### config.mk
export PLATFORM = sky130hd
export DESIGN_NAME = buck_boost_pi_regulator
export DESIGN_NICKNAME = d
export VERILOG_FILES = /design/src/rtl/bbpi_pkg.sv /design/src/rtl/bbpi_ctrl.sv /design/src/rtl/bbpi_pi.sv /design/src/rtl/buck_boost_pi_regulator.sv
export SDC_FILE = /design/constraint.sdc
export NUM_CORES = 2
export LEC_CHECK = 0
export ABC_AREA = 1
export BUFFER_PORTS_ARGS = -buffer_cell sky130_fd_sc_hd__buf_2
export CORE_MARGIN = 4
export CORE_UTILIZATION = 25
export DETAILED_ROUTE_END_ITERATION = 10
export HOLD_SLACK_MARGIN = 0.12
export PLACE_DENSITY = 0.48
export SLEW_MARGIN = 15
export SYNTH_ARGS = -nofsm -noshare
export SYNTH_HDL_FRONTEND = slang
export SYNTH_HIERARCHICAL = 1
export SYNTH_SLANG_ARGS = --single-unit
### constraint.sdc
create_clock -name i_clk -period 10.4 [get_ports i_clk]
set_clock_uncertainty 0.05 [all_clocks]
set_input_delay 1.04 -clock i_clk [delete_from_list [all_inputs] [get_ports i_clk]]
set_output_delay 1.04 -clock i_clk [all_outputs]
set_load 0.01 [all_outputs]
### src/rtl/bbpi_pkg.sv
package bbpi_pkg;

    localparam int VIN_SHIFT_DEF  = 4;
    localparam int VOUT_SHIFT_DEF = 4;
    localparam int DELAY_DEF      = 25;

    // register indexes on the config port
    localparam logic [2:0] REG_LOW_LIMIT = 3'd0;
    localparam logic [2:0] REG_MAX_LIMIT = 3'd1;
    localparam logic [2:0] REG_BOOST_THR = 3'd2;
    localparam logic [2:0] REG_BUCK_THR  = 3'd3;
    localparam logic [2:0] REG_TARGET    = 3'd4;
    localparam logic [2:0] REG_KP        = 3'd5;
    localparam logic [2:0] REG_KI        = 3'd6;
    localparam logic [2:0] REG_PERIOD    = 3'd7;

    localparam logic [9:0]  RST_LOW_LIMIT = 10'd0;
    localparam logic [9:0]  RST_MAX_LIMIT = 10'd1023;
    localparam logic [9:0]  RST_BOOST_THR = 10'd400;
    localparam logic [9:0]  RST_BUCK_THR  = 10'd600;
    localparam logic [9:0]  RST_TARGET    = 10'd470;
    localparam logic [15:0] RST_KP        = 16'd3277;
    localparam logic [15:0] RST_KI        = 16'd3277;
    localparam logic [14:0] RST_PERIOD    = 15'd1000;

    // lamp bits: [0] boost, [1] buck, [2] normal
    localparam logic [2:0] LAMP_OFF   = 3'b000;
    localparam logic [2:0] LAMP_BOOST = 3'b001;
    localparam logic [2:0] LAMP_BUCK  = 3'b010;
    localparam logic [2:0] LAMP_ALL   = 3'b111;
    localparam int         LAMP_NORMAL_BIT = 2;

    localparam logic signed [14:0] ERR_HI = 15'sd1024;
    localparam logic signed [14:0] ERR_LO = -15'sd1024;

    localparam logic [31:0] INTEG_MAX = 32'h7fff_ffff;
    localparam logic [31:0] INTEG_MIN = 32'h8000_0000;

    // floor(t / 3) = (t * RECIP3) >> RECIP_SHIFT, exact for t < 2**19
    localparam logic [17:0] RECIP3      = 18'd174763;
    localparam int          RECIP_SHIFT = 19;

    typedef struct packed {
        logic [9:0]  low_limit;
        logic [9:0]  max_limit;
        logic [9:0]  boost_thr;
        logic [9:0]  buck_thr;
        logic [9:0]  target;
        logic [15:0] kp;
        logic [15:0] ki;
        logic [14:0] period;
    } t_cfg;

    typedef struct packed {
        logic signed [14:0] err;
        logic signed [31:0] integ;
        logic               boost;
        logic               run;
        logic               force_low;
        logic               lamp_load;
        logic [2:0]         lamp_val;
    } t_ctrl;

    typedef struct packed {
        logic [15:0] duty;
        logic        run;
        logic        boost;
        logic        force_low;
        logic [2:0]  lamps;
    } t_res;

endpackage

### src/rtl/bbpi_ctrl.sv
module bbpi_ctrl
    import bbpi_pkg::*;
#(
    parameter int VIN_SHIFT  = VIN_SHIFT_DEF,
    parameter int VOUT_SHIFT = VOUT_SHIFT_DEF,
    parameter int DELAY      = DELAY_DEF
) (
    input  logic        i_clk,
    input  logic        i_rst_n,
    input  logic        i_en,
    input  logic [13:0] i_vin_sum,
    input  logic [13:0] i_vout_sum,
    input  logic        i_sw,
    input  t_cfg        i_cfg,
    output t_ctrl       o_ctrl
);

    localparam logic [4:0] DLY = 5'(DELAY);

    logic               r_mode;
    logic [4:0]         r_cnt_boost;
    logic [4:0]         r_cnt_buck;
    logic [4:0]         r_cnt_fault;
    logic signed [31:0] r_integ;
    t_ctrl              r_ctrl;

    logic               n_mode;
    logic [4:0]         n_cnt_boost;
    logic [4:0]         n_cnt_buck;
    logic [4:0]         n_cnt_fault;
    logic signed [31:0] n_integ;
    t_ctrl              n_ctrl;

    logic [13:0]        w_vin;
    logic [13:0]        w_vout;
    logic               w_in_range;
    logic [4:0]         w_boost_dec;
    logic [4:0]         w_buck_dec;
    logic [4:0]         w_fault_dec;
    logic signed [14:0] w_err;
    logic signed [32:0] w_isum;

    assign w_vin  = i_vin_sum >> VIN_SHIFT;
    assign w_vout = i_vout_sum >> VOUT_SHIFT;
    assign w_in_range = (w_vin >= {4'b0, i_cfg.low_limit}) && (w_vin <= {4'b0, i_cfg.max_limit});
    assign w_boost_dec = r_cnt_boost - 5'd1;
    assign w_buck_dec  = r_cnt_buck - 5'd1;
    assign w_fault_dec = r_cnt_fault - 5'd1;
    assign w_err = $signed({5'b0, i_cfg.target}) - $signed({1'b0, w_vout});

    always_comb begin
        n_mode      = r_mode;
        n_cnt_boost = r_cnt_boost;
        n_cnt_buck  = r_cnt_buck;
        n_cnt_fault = r_cnt_fault;
        n_integ     = r_integ;
        w_isum      = '0;
        n_ctrl.run       = 1'b0;
        n_ctrl.force_low = 1'b0;
        n_ctrl.lamp_load = 1'b0;
        n_ctrl.lamp_val  = LAMP_OFF;

        if (!i_sw) begin
            n_integ          = '0;
            n_ctrl.force_low = 1'b1;
            n_ctrl.lamp_load = 1'b1;
            n_ctrl.lamp_val  = LAMP_OFF;
        end else if (w_in_range) begin
            n_ctrl.run = 1'b1;
            if (w_vin <= {4'b0, i_cfg.boost_thr}) begin
                if (w_boost_dec == 5'd0) begin
                    n_cnt_boost      = 5'd1;
                    n_cnt_buck       = DLY;
                    n_cnt_fault      = DLY;
                    n_ctrl.lamp_load = 1'b1;
                    n_ctrl.lamp_val  = LAMP_BOOST;
                    if (!r_mode) begin
                        n_integ = '0;
                    end
                    n_mode = 1'b1;
                end else begin
                    n_cnt_boost = w_boost_dec;
                end
            end else if (w_vin >= {4'b0, i_cfg.buck_thr}) begin
                if (w_buck_dec == 5'd0) begin
                    n_cnt_buck       = 5'd1;
                    n_cnt_boost      = DLY;
                    n_cnt_fault      = DLY;
                    n_ctrl.lamp_load = 1'b1;
                    n_ctrl.lamp_val  = LAMP_BUCK;
                    if (r_mode) begin
                        n_integ = '0;
                    end
                    n_mode = 1'b0;
                end else begin
                    n_cnt_buck = w_buck_dec;
                end
            end

            // integrate only small errors, saturating to 32 bits
            if (w_err > ERR_LO && w_err < ERR_HI) begin
                w_isum = {n_integ[31], n_integ} + {{18{w_err[14]}}, w_err};
                if (w_isum[32] != w_isum[31]) begin
                    n_integ = w_isum[32] ? INTEG_MIN : INTEG_MAX;
                end else begin
                    n_integ = w_isum[31:0];
                end
            end else begin
                n_integ = '0;
            end
        end else begin
            if (w_fault_dec == 5'd0) begin
                n_cnt_fault      = 5'd1;
                n_cnt_boost      = DLY;
                n_cnt_buck       = DLY;
                n_ctrl.lamp_load = 1'b1;
                n_ctrl.lamp_val  = LAMP_ALL;
                n_integ          = '0;
                n_ctrl.force_low = 1'b1;
            end else begin
                n_cnt_fault = w_fault_dec;
            end
        end

        n_ctrl.err   = w_err;
        n_ctrl.integ = n_integ;
        n_ctrl.boost = n_mode;
    end

    always_ff @(posedge i_clk) begin
        if (!i_rst_n) begin
            r_mode      <= 1'b0;
            r_cnt_boost <= DLY;
            r_cnt_buck  <= DLY;
            r_cnt_fault <= DLY;
            r_integ     <= '0;
        end else if (i_en) begin
            r_mode      <= n_mode;
            r_cnt_boost <= n_cnt_boost;
            r_cnt_buck  <= n_cnt_buck;
            r_cnt_fault <= n_cnt_fault;
            r_integ     <= n_integ;
        end
    end

    always_ff @(posedge i_clk) begin
        if (i_en) begin
            r_ctrl <= n_ctrl;
        end
    end

    assign o_ctrl = r_ctrl;

endmodule

### src/rtl/bbpi_pi.sv
module bbpi_pi
    import bbpi_pkg::*;
(
    input  logic  i_clk,
    input  logic  i_rst_n,
    input  logic  i_en,
    input  logic  i_v2,
    input  t_ctrl i_ctrl,
    input  t_cfg  i_cfg,
    output t_res  o_res
);

    // stage 2: products
    t_ctrl              r2_ctrl;
    logic signed [31:0] r2_pe;
    logic signed [48:0] r2_pi;

    // stage 3: clamped magnitude in units of 2**15, lamp state
    logic [17:0]        r3_t;
    logic               r3_run;
    logic               r3_boost;
    logic               r3_force;
    logic [2:0]         r_lamp;

    t_res               r4_res;

    logic signed [16:0] w_kp_s;
    logic signed [16:0] w_ki_s;
    logic signed [31:0] w_pe;
    logic signed [48:0] w_pi;
    logic signed [49:0] w_pi_sum;
    logic signed [49:0] w_neg;
    logic [16:0]        w_p3;
    logic [33:0]        w_lim;
    logic signed [49:0] w_lim_s;
    logic [32:0]        w_q;
    logic [2:0]         n_lamp;
    logic [35:0]        w_prod;
    logic [16:0]        w_d;
    logic [16:0]        w_dmax;
    logic [16:0]        w_duty;
    t_res               n_res;

    assign w_kp_s = {1'b0, i_cfg.kp};
    assign w_ki_s = {1'b0, i_cfg.ki};
    assign w_pe = i_ctrl.err * w_kp_s;
    assign w_pi = i_ctrl.integ * w_ki_s;

    always_ff @(posedge i_clk) begin
        if (i_en) begin
            r2_ctrl <= i_ctrl;
            r2_pe   <= w_pe;
            r2_pi   <= w_pi;
        end
    end

    assign w_pi_sum = {{18{r2_pe[31]}}, r2_pe} + {r2_pi[48], r2_pi};
    assign w_neg    = -w_pi_sum;
    // limit = 3 * period in Q16
    assign w_p3    = {2'b0, i_cfg.period} + {1'b0, i_cfg.period, 1'b0};
    assign w_lim   = {1'b0, w_p3, 16'b0};
    assign w_lim_s = {16'b0, w_lim};

    always_comb begin
        if (r2_ctrl.boost) begin
            if (w_pi_sum >= w_lim_s) begin
                w_q = w_lim[32:0];
            end else if (w_pi_sum[49]) begin
                w_q = '0;
            end else begin
                w_q = w_pi_sum[32:0];
            end
        end else begin
            if (w_pi_sum <= -w_lim_s) begin
                w_q = w_lim[32:0];
            end else if (!w_pi_sum[49]) begin
                w_q = '0;
            end else begin
                w_q = w_neg[32:0];
            end
        end

        n_lamp = r2_ctrl.lamp_load ? r2_ctrl.lamp_val : r_lamp;
        if (r2_ctrl.run) begin
            n_lamp[LAMP_NORMAL_BIT] = (w_pi_sum <= 50'sd0);
        end
    end

    always_ff @(posedge i_clk) begin
        if (!i_rst_n) begin
            r_lamp <= LAMP_OFF;
        end else if (i_en && i_v2) begin
            r_lamp <= n_lamp;
        end
    end

    always_ff @(posedge i_clk) begin
        if (i_en) begin
            r3_t     <= w_q[32:15];
            r3_run   <= r2_ctrl.run;
            r3_boost <= r2_ctrl.boost;
            r3_force <= r2_ctrl.force_low;
        end
    end

    // stage 4: duty = floor(q * 2 / 3 / 2**16), limited per mode
    assign w_prod = r3_t * RECIP3;
    assign w_d    = w_prod[35:RECIP_SHIFT];
    assign w_dmax = r3_boost ? {1'b0, i_cfg.period, 1'b0} : {2'b0, i_cfg.period};
    assign w_duty = (w_d > w_dmax) ? w_dmax : w_d;

    always_comb begin
        n_res.duty      = r3_run ? w_duty[15:0] : 16'd0;
        n_res.run       = r3_run;
        n_res.boost     = r3_boost;
        n_res.force_low = r3_force;
        n_res.lamps     = r_lamp;
    end

    always_ff @(posedge i_clk) begin
        if (i_en) begin
            r4_res <= n_res;
        end
    end

    assign o_res = r4_res;

endmodule

### src/rtl/buck_boost_pi_regulator.sv
// Throughput: one tick per cycle unless a held output beat stalls the pipe; a
// five-register pipe (input, control/debounce, products, PI sum and clamp, duty
// scaling) with the integral updated in the control/debounce stage.
// Reset (synchronous, active low): registers to their defaults, debounce counters
// to DELAY, mode buck, integral and lamps cleared, pipe empty.
module buck_boost_pi_regulator
    import bbpi_pkg::*;
#(
    parameter int VIN_SHIFT  = VIN_SHIFT_DEF,
    parameter int VOUT_SHIFT = VOUT_SHIFT_DEF,
    parameter int DELAY      = DELAY_DEF
) (
    input  logic        i_clk,
    input  logic        i_rst_n,
    input  logic        s_axis_tvalid,
    output logic        s_axis_tready,
    input  logic [31:0] s_axis_tdata,  // input_voltage_sum[13:0], output_voltage_sum[27:14]
    input  logic [0:0]  s_axis_tuser,  // switch_on[0]
    output logic        m_axis_tvalid,
    input  logic        m_axis_tready,
    output logic [15:0] m_axis_tdata,  // duty_value[15:0]
    output logic [5:0]  m_axis_tuser,  // duty_valid, boost_active, force_drive_low,
                                       // boost_led, buck_led, normal_led
    input  logic        i_cfg_valid,
    output logic        o_cfg_ready,
    input  logic [2:0]  i_cfg_index,
    input  logic [15:0] i_cfg_data
);

    t_cfg        r_cfg;
    logic [4:0]  r_vld;
    logic [13:0] r0_vin;
    logic [13:0] r0_vout;
    logic        r0_sw;
    logic        w_adv;
    t_ctrl       w_ctrl;
    t_res        w_res;

    assign o_cfg_ready = 1'b1;

    always_ff @(posedge i_clk) begin
        if (!i_rst_n) begin
            r_cfg.low_limit <= RST_LOW_LIMIT;
            r_cfg.max_limit <= RST_MAX_LIMIT;
            r_cfg.boost_thr <= RST_BOOST_THR;
            r_cfg.buck_thr  <= RST_BUCK_THR;
            r_cfg.target    <= RST_TARGET;
            r_cfg.kp        <= RST_KP;
            r_cfg.ki        <= RST_KI;
            r_cfg.period    <= RST_PERIOD;
        end else if (i_cfg_valid) begin
            case (i_cfg_index)
                REG_LOW_LIMIT: r_cfg.low_limit <= i_cfg_data[9:0];
                REG_MAX_LIMIT: r_cfg.max_limit <= i_cfg_data[9:0];
                REG_BOOST_THR: r_cfg.boost_thr <= i_cfg_data[9:0];
                REG_BUCK_THR:  r_cfg.buck_thr  <= i_cfg_data[9:0];
                REG_TARGET:    r_cfg.target    <= i_cfg_data[9:0];
                REG_KP:        r_cfg.kp        <= i_cfg_data;
                REG_KI:        r_cfg.ki        <= i_cfg_data;
                REG_PERIOD:    r_cfg.period    <= i_cfg_data[14:0];
                default: ;
            endcase
        end
    end

    // whole pipe moves together, stalled only by a held output beat
    assign w_adv = !r_vld[4] || m_axis_tready;
    assign s_axis_tready = w_adv;

    always_ff @(posedge i_clk) begin
        if (!i_rst_n) begin
            r_vld <= '0;
        end else if (w_adv) begin
            r_vld <= {r_vld[3:0], s_axis_tvalid};
        end
    end

    always_ff @(posedge i_clk) begin
        if (w_adv) begin
            r0_vin  <= s_axis_tdata[13:0];
            r0_vout <= s_axis_tdata[27:14];
            r0_sw   <= s_axis_tuser[0];
        end
    end

    bbpi_ctrl #(
        .VIN_SHIFT  (VIN_SHIFT),
        .VOUT_SHIFT (VOUT_SHIFT),
        .DELAY      (DELAY)
    ) u_ctrl (
        .i_clk      (i_clk),
        .i_rst_n    (i_rst_n),
        .i_en       (w_adv && r_vld[0]),
        .i_vin_sum  (r0_vin),
        .i_vout_sum (r0_vout),
        .i_sw       (r0_sw),
        .i_cfg      (r_cfg),
        .o_ctrl     (w_ctrl)
    );

    bbpi_pi u_pi (
        .i_clk   (i_clk),
        .i_rst_n (i_rst_n),
        .i_en    (w_adv),
        .i_v2    (r_vld[2]),
        .i_ctrl  (w_ctrl),
        .i_cfg   (r_cfg),
        .o_res   (w_res)
    );

    assign m_axis_tvalid = r_vld[4];
    assign m_axis_tdata  = w_res.duty;
    assign m_axis_tuser  = {w_res.lamps[2], w_res.lamps[1], w_res.lamps[0],
                            w_res.force_low, w_res.boost, w_res.run};

endmodule

# Word-level counts from Yosys, hierarchy flattened
# Index checks and enable logic that the tools add are counted.
[totals] reg_bits=363 output_inout_bits=25 word_cells=151 in_bits=57
[op_classes] muxes=51 eq_ne=11 order_cmp=10 n_addsub=9 mul=3 reduce_logical=25
[op_table] op="32-bit two-way mux" n=14
[op_table] op="33-bit two-way mux" n=5
[op_table] op="5-bit two-way mux" n=15
[op_table] op="32-bit by 49-bit adder with 50-bit output" n=1
[op_table] op="50-bit by 34-bit >= comparator with 1-bit output" n=1
[op_table] op="50-bit by 1-bit less-or-equal comparator with 1-bit output (second input constant)" n=1
[op_table] op="50-bit less-or-equal comparator" n=1
[op_table] op="33-bit negator with 50-bit output" n=1
[op_table] op="32-bit by 17-bit multiplier with 49-bit output" n=1
[op_table] op="18-bit by 18-bit multiplier with 36-bit output (second input constant)" n=1
[op_table] op="32-bit by 11-bit adder with 33-bit output" n=1
[op_table] op="33-bit negator" n=1
[op_table] op="16-bit two-way mux" n=2
[op_table] op="11-bit by 17-bit multiplier with 28-bit output" n=1
[op_table] op="10-bit >= comparator" n=2
[op_table] op="10-bit less-or-equal comparator" n=2
[op_table] op="4-bit two-way mux" n=5
[op_table] op="2-bit AND reduction" n=10
[op_table] op="15-bit by 16-bit adder with 17-bit output" n=1
[op_table] op="17-bit by 16-bit greater-than comparator with 1-bit output" n=1
[op_table] op="5-bit zero test" n=3
[op_table] op="5-bit AND reduction" n=3
[op_table] op="5-bit by 1-bit subtractor with 5-bit output (second input constant)" n=3
[op_table] op="3-bit equality test (second input constant)" n=4
[op_table] op="other kinds (14)" n=29

# Depth between registers and ports, before layout
[logic_depth] depth_word=13 mapped_depth=38 ltp_nobuf=37

# Cells and area by module
# The synthesis kept the hierarchy.
[modules_own_cells] mod="bbpi_pi" area_each_um2=45294.7 seq_area_each_um2=3993.8 n_inst=1 cells_per_inst=5907
[modules_own_cells] mod="bbpi_ctrl" area_each_um2=8971.1 seq_area_each_um2=2462.4 n_inst=1 cells_per_inst=1324
[modules_own_cells] mod="buck_boost_pi_regulator" area_each_um2=4747.1 seq_area_each_um2=2912.8 n_inst=1 cells_per_inst=566

# Worst setup path after synthesis
# Ideal clock, no wire load.
[synth_path] kind="input to register" start="input port m_axis_tready" end="register u_ctrl.r_integ[16]" n_path_buf=2 path_stages=7 setup_slack_ns=3.228 setup_time_ns=0.141 t_arrival_ns=6.981 required_ns=10.209 path_cell_list="inv_1 > nand2_1 > nand2_1 > inv_1 > clkbuf_1 > clkbuf_1 > a21oi_1"
[synth_via] elab_chain_len=2
[synth_lines] element="start, declared" line="buck_boost_pi_regulator.sv:20" rtl="input logic m_axis_tready,"
[synth_lines] element="1-bit logical OR" line="buck_boost_pi_regulator.sv:67" rtl="assign w_adv = !r_vld[4] || m_axis_tready;"
[synth_lines] element="net s_axis_tready" line="buck_boost_pi_regulator.sv:16" rtl="output logic s_axis_tready,"
[synth_lines] element="1-bit logical AND" line="buck_boost_pi_regulator.sv:93" rtl=".i_en (w_adv && r_vld[0]),"
[synth_lines] element="end signal, assigned" line="bbpi_ctrl.sv:142" rtl="r_integ <= n_integ;"
[synth_lines] element="end, declared" line="bbpi_ctrl.sv:24" rtl="logic signed [31:0] r_integ;"
# The timed path passes the listed nets, and every way through them passes these cells.
# A chain may end at the register's enable or synchronous reset.

# Worst setup path after layout
[layout_path] start="register u_pi.r3_t[4]" end="register u_pi.r4_res (netlist bit u_pi/o_res[17]), data pin"
[layout_via] elab_chain_len=3
[layout_lines] element="start, declared" line="bbpi_pi.sv:19" rtl="logic [17:0] r3_t;"
[layout_lines] element="start signal, assigned" line="bbpi_pi.sv:99" rtl="r3_t <= w_q[32:15];"
[layout_lines] element="18-bit by 18-bit multiplier with 36-bit output (*)" line="bbpi_pi.sv:107" rtl="assign w_prod = r3_t * RECIP3;"
[layout_lines] element="17-bit by 16-bit greater-than comparator with 1-bit output" line="bbpi_pi.sv:110" rtl="assign w_duty = (w_d > w_dmax) ? w_dmax : w_d;"
[layout_lines] element="16-bit two-way mux (*)" line="bbpi_pi.sv:110"
[layout_lines] element="end signal, assigned" line="bbpi_pi.sv:122" rtl="r4_res <= n_res;"
[layout_lines] element="end, declared" line="bbpi_pi.sv:25" rtl="t_res r4_res;"
# Mark *: on every way between the ends. The rest lies on a longest branch, timed or not.

==> out/qor.txt <==
Longest Clk Path Bufs: 3
DIE AREA: 243000 um^2
number of post-CTS setup repair buffers: 0
Die Wd: 493 um
placed instance area: 62300 um^2
Fmax: 122 MHz
DP Cell Count: 10800
RSZ-0062 raised after global routing: no
CP max stage cell: edfxtp_1
Crit Path Category: reg2reg
Post-Syn Area: 58800 um^2
max-slew violations: 0
Layout Cells excl Fill: 10900
PortBufs: 68
setup TNS: 0 ps
PostCTS Resize Cnt: 0
H-tree lvl count: 2
ratio of cells with drive above 1 in the final layout: 0.0504
core box area: 233000 um^2
Routed WL per cell: 16.1 um
Final nets: 9153
Inserted Clock Buffers: 43
Final Cell Area: 63800 um^2
CP peak stage delay: 550 ps
Ant. Diodes: 0
Routed WL: 175 mm
hold_sp: u_ctrl/o_ctrl[5]
critical path's top delay family: adder cells
worst setup path start: u_pi/r3_t[4]
DRC: 0
Sink Count: 355
synth warn: 6
CTS tree: built
Worst Path Arrival: 8500 ps
gp weighted congestion: 0.881
worst r2r src: u_pi/r3_t[4]
Slew HR: 0.211
Routed Antenna Nets: 0
clock slew at reported path FFs: 70 ps
CP max FO: 30
Synth Instances: 7789
status: completed
final hold violation count: 0
total gr overflow: 0
DR pass1 iterations: 5
hpwl dp: 143 mm
syn_nets: 9239
max-capacitance violation count: 0
via count: 47400
Min Hold Slack: 368 ps
crit end category: register
Root Driver: clkbuf_16
Die Span Y: 493 um
CTS Hold Bufs: 0
vias in the first global route: 49800
Most common cell on crit path: nand2_1
area delta synth->final: 8.50%
post-layout min period: 8220 ps
Avg Inst Size Synth: 7.55 um^2
CP bufs+invs: 4
initial antenna violation count: 4
Final Cycle Share: 0.790
# setup viols final: 0
vias per std cell: 4.36
largest net degree at the start of global routing: 76
GR Util All Layers: 0.144
Rows: 177
hold crit path type: reg2reg
global-route wire length before repair: 280 mm
CP Launch Type: register
Starting Density: 0.252
Critical Path RT: 10680 ps
Worst Max-Slew Pin Slew: 1180 ps
DRT iter0 DRCs: 2534
clk_lat worst skew: 650 ps
I/O pin count: 82
==> sequential cells by signal, indices dropped and copies added, names as in the netlist, 10 cells and up <==
name	cells
r_cfg	97
u_ctrl/o_ctrl	50
r0_vin	10
u_pi/r3_t	18
u_pi/r2_pe	32
r0_vout	10
u_pi/o_res	22
u_pi/r2_pi	49
u_ctrl/r_integ	32
==> layout by cell type, fill, tap and decap left out, types with 15 or more instances in the layout <==
master     count
a21oi_1      297
a21oi_2       37
a31oi_1       29
buf_2         67
buf_4         35
clkbuf_16     44
dfxtp_1      149
edfxtp_1     202
fa_1         782
ha_1         611
inv_1       1836
nand2_1     2003
nand2_2      100
nand3_1      307
nand4_1       67
nor2_1       504
nor2_2        20
nor3_1        42
o211ai_1      18
o21a_1        18
o21ai_0      173
o21bai_1      27
or2_2         15
xnor2_1       78
xor2_1        87
==> metrics by stage <==
stage / setup WS [ps] / utilization
2_1_floorplan: 3410 / -
3_3_place_gp: 2040 / 0.267
3_5_place_dp: 2180 / 0.267
4_1_cts: 2090 / 0.273
5_1_grt: 1470 / 0.273
6_report: 2180 / 0.273
==> metal layers <==
| metal | vias to the layer above | part of all wire | GRT usage |
|---|---|---|---|
| met3 | 202 | 0.040 | 0.0161 |
| li1 | 23400 | - | - |
| met5 | - | 0.00011 | 0 |
| met1 | 22900 | 0.47 | 0.197 |
| met2 | 915 | 0.47 | 0.245 |
| met4 | 2 | 0.021 | 0.0312 |
==> layout make-up <==
cell class              count  area (um^2)
clock buffers              59         1200
clock inverters            21          300
fillers                 25500       169000
inverters                1850         6950
multi-input cells        5351        41700
flip-flops and latches    355         9130
well taps                3132         3920
repair buffers            102          598
==> path summary, 6_finish.rpt <==
check,endpoint,slack (ps),cells past startpoint
max,u_pi/o_res[17],2180,31
min,u_pi/r2_ctrl[5],370,0
max reg2reg,u_pi/o_res[17],2180,31
min reg2reg,u_pi/r2_ctrl[5],370,0
==> worst reg2reg max path: cells and delay by family (launching register included) <==
kind | cells | cell delay, ps
fa+ha+maj | 8 | 3660
simple gates | 11 | 1630
compound gates | 7 | 1540
flops | 1 | 550
xor+xnor | 1 | 230
buf+inv | 4 | 220
Power is left out: the tool's default activity adds up to more than one toggle a clock period on the data nets, which glitch-free logic cannot reach.
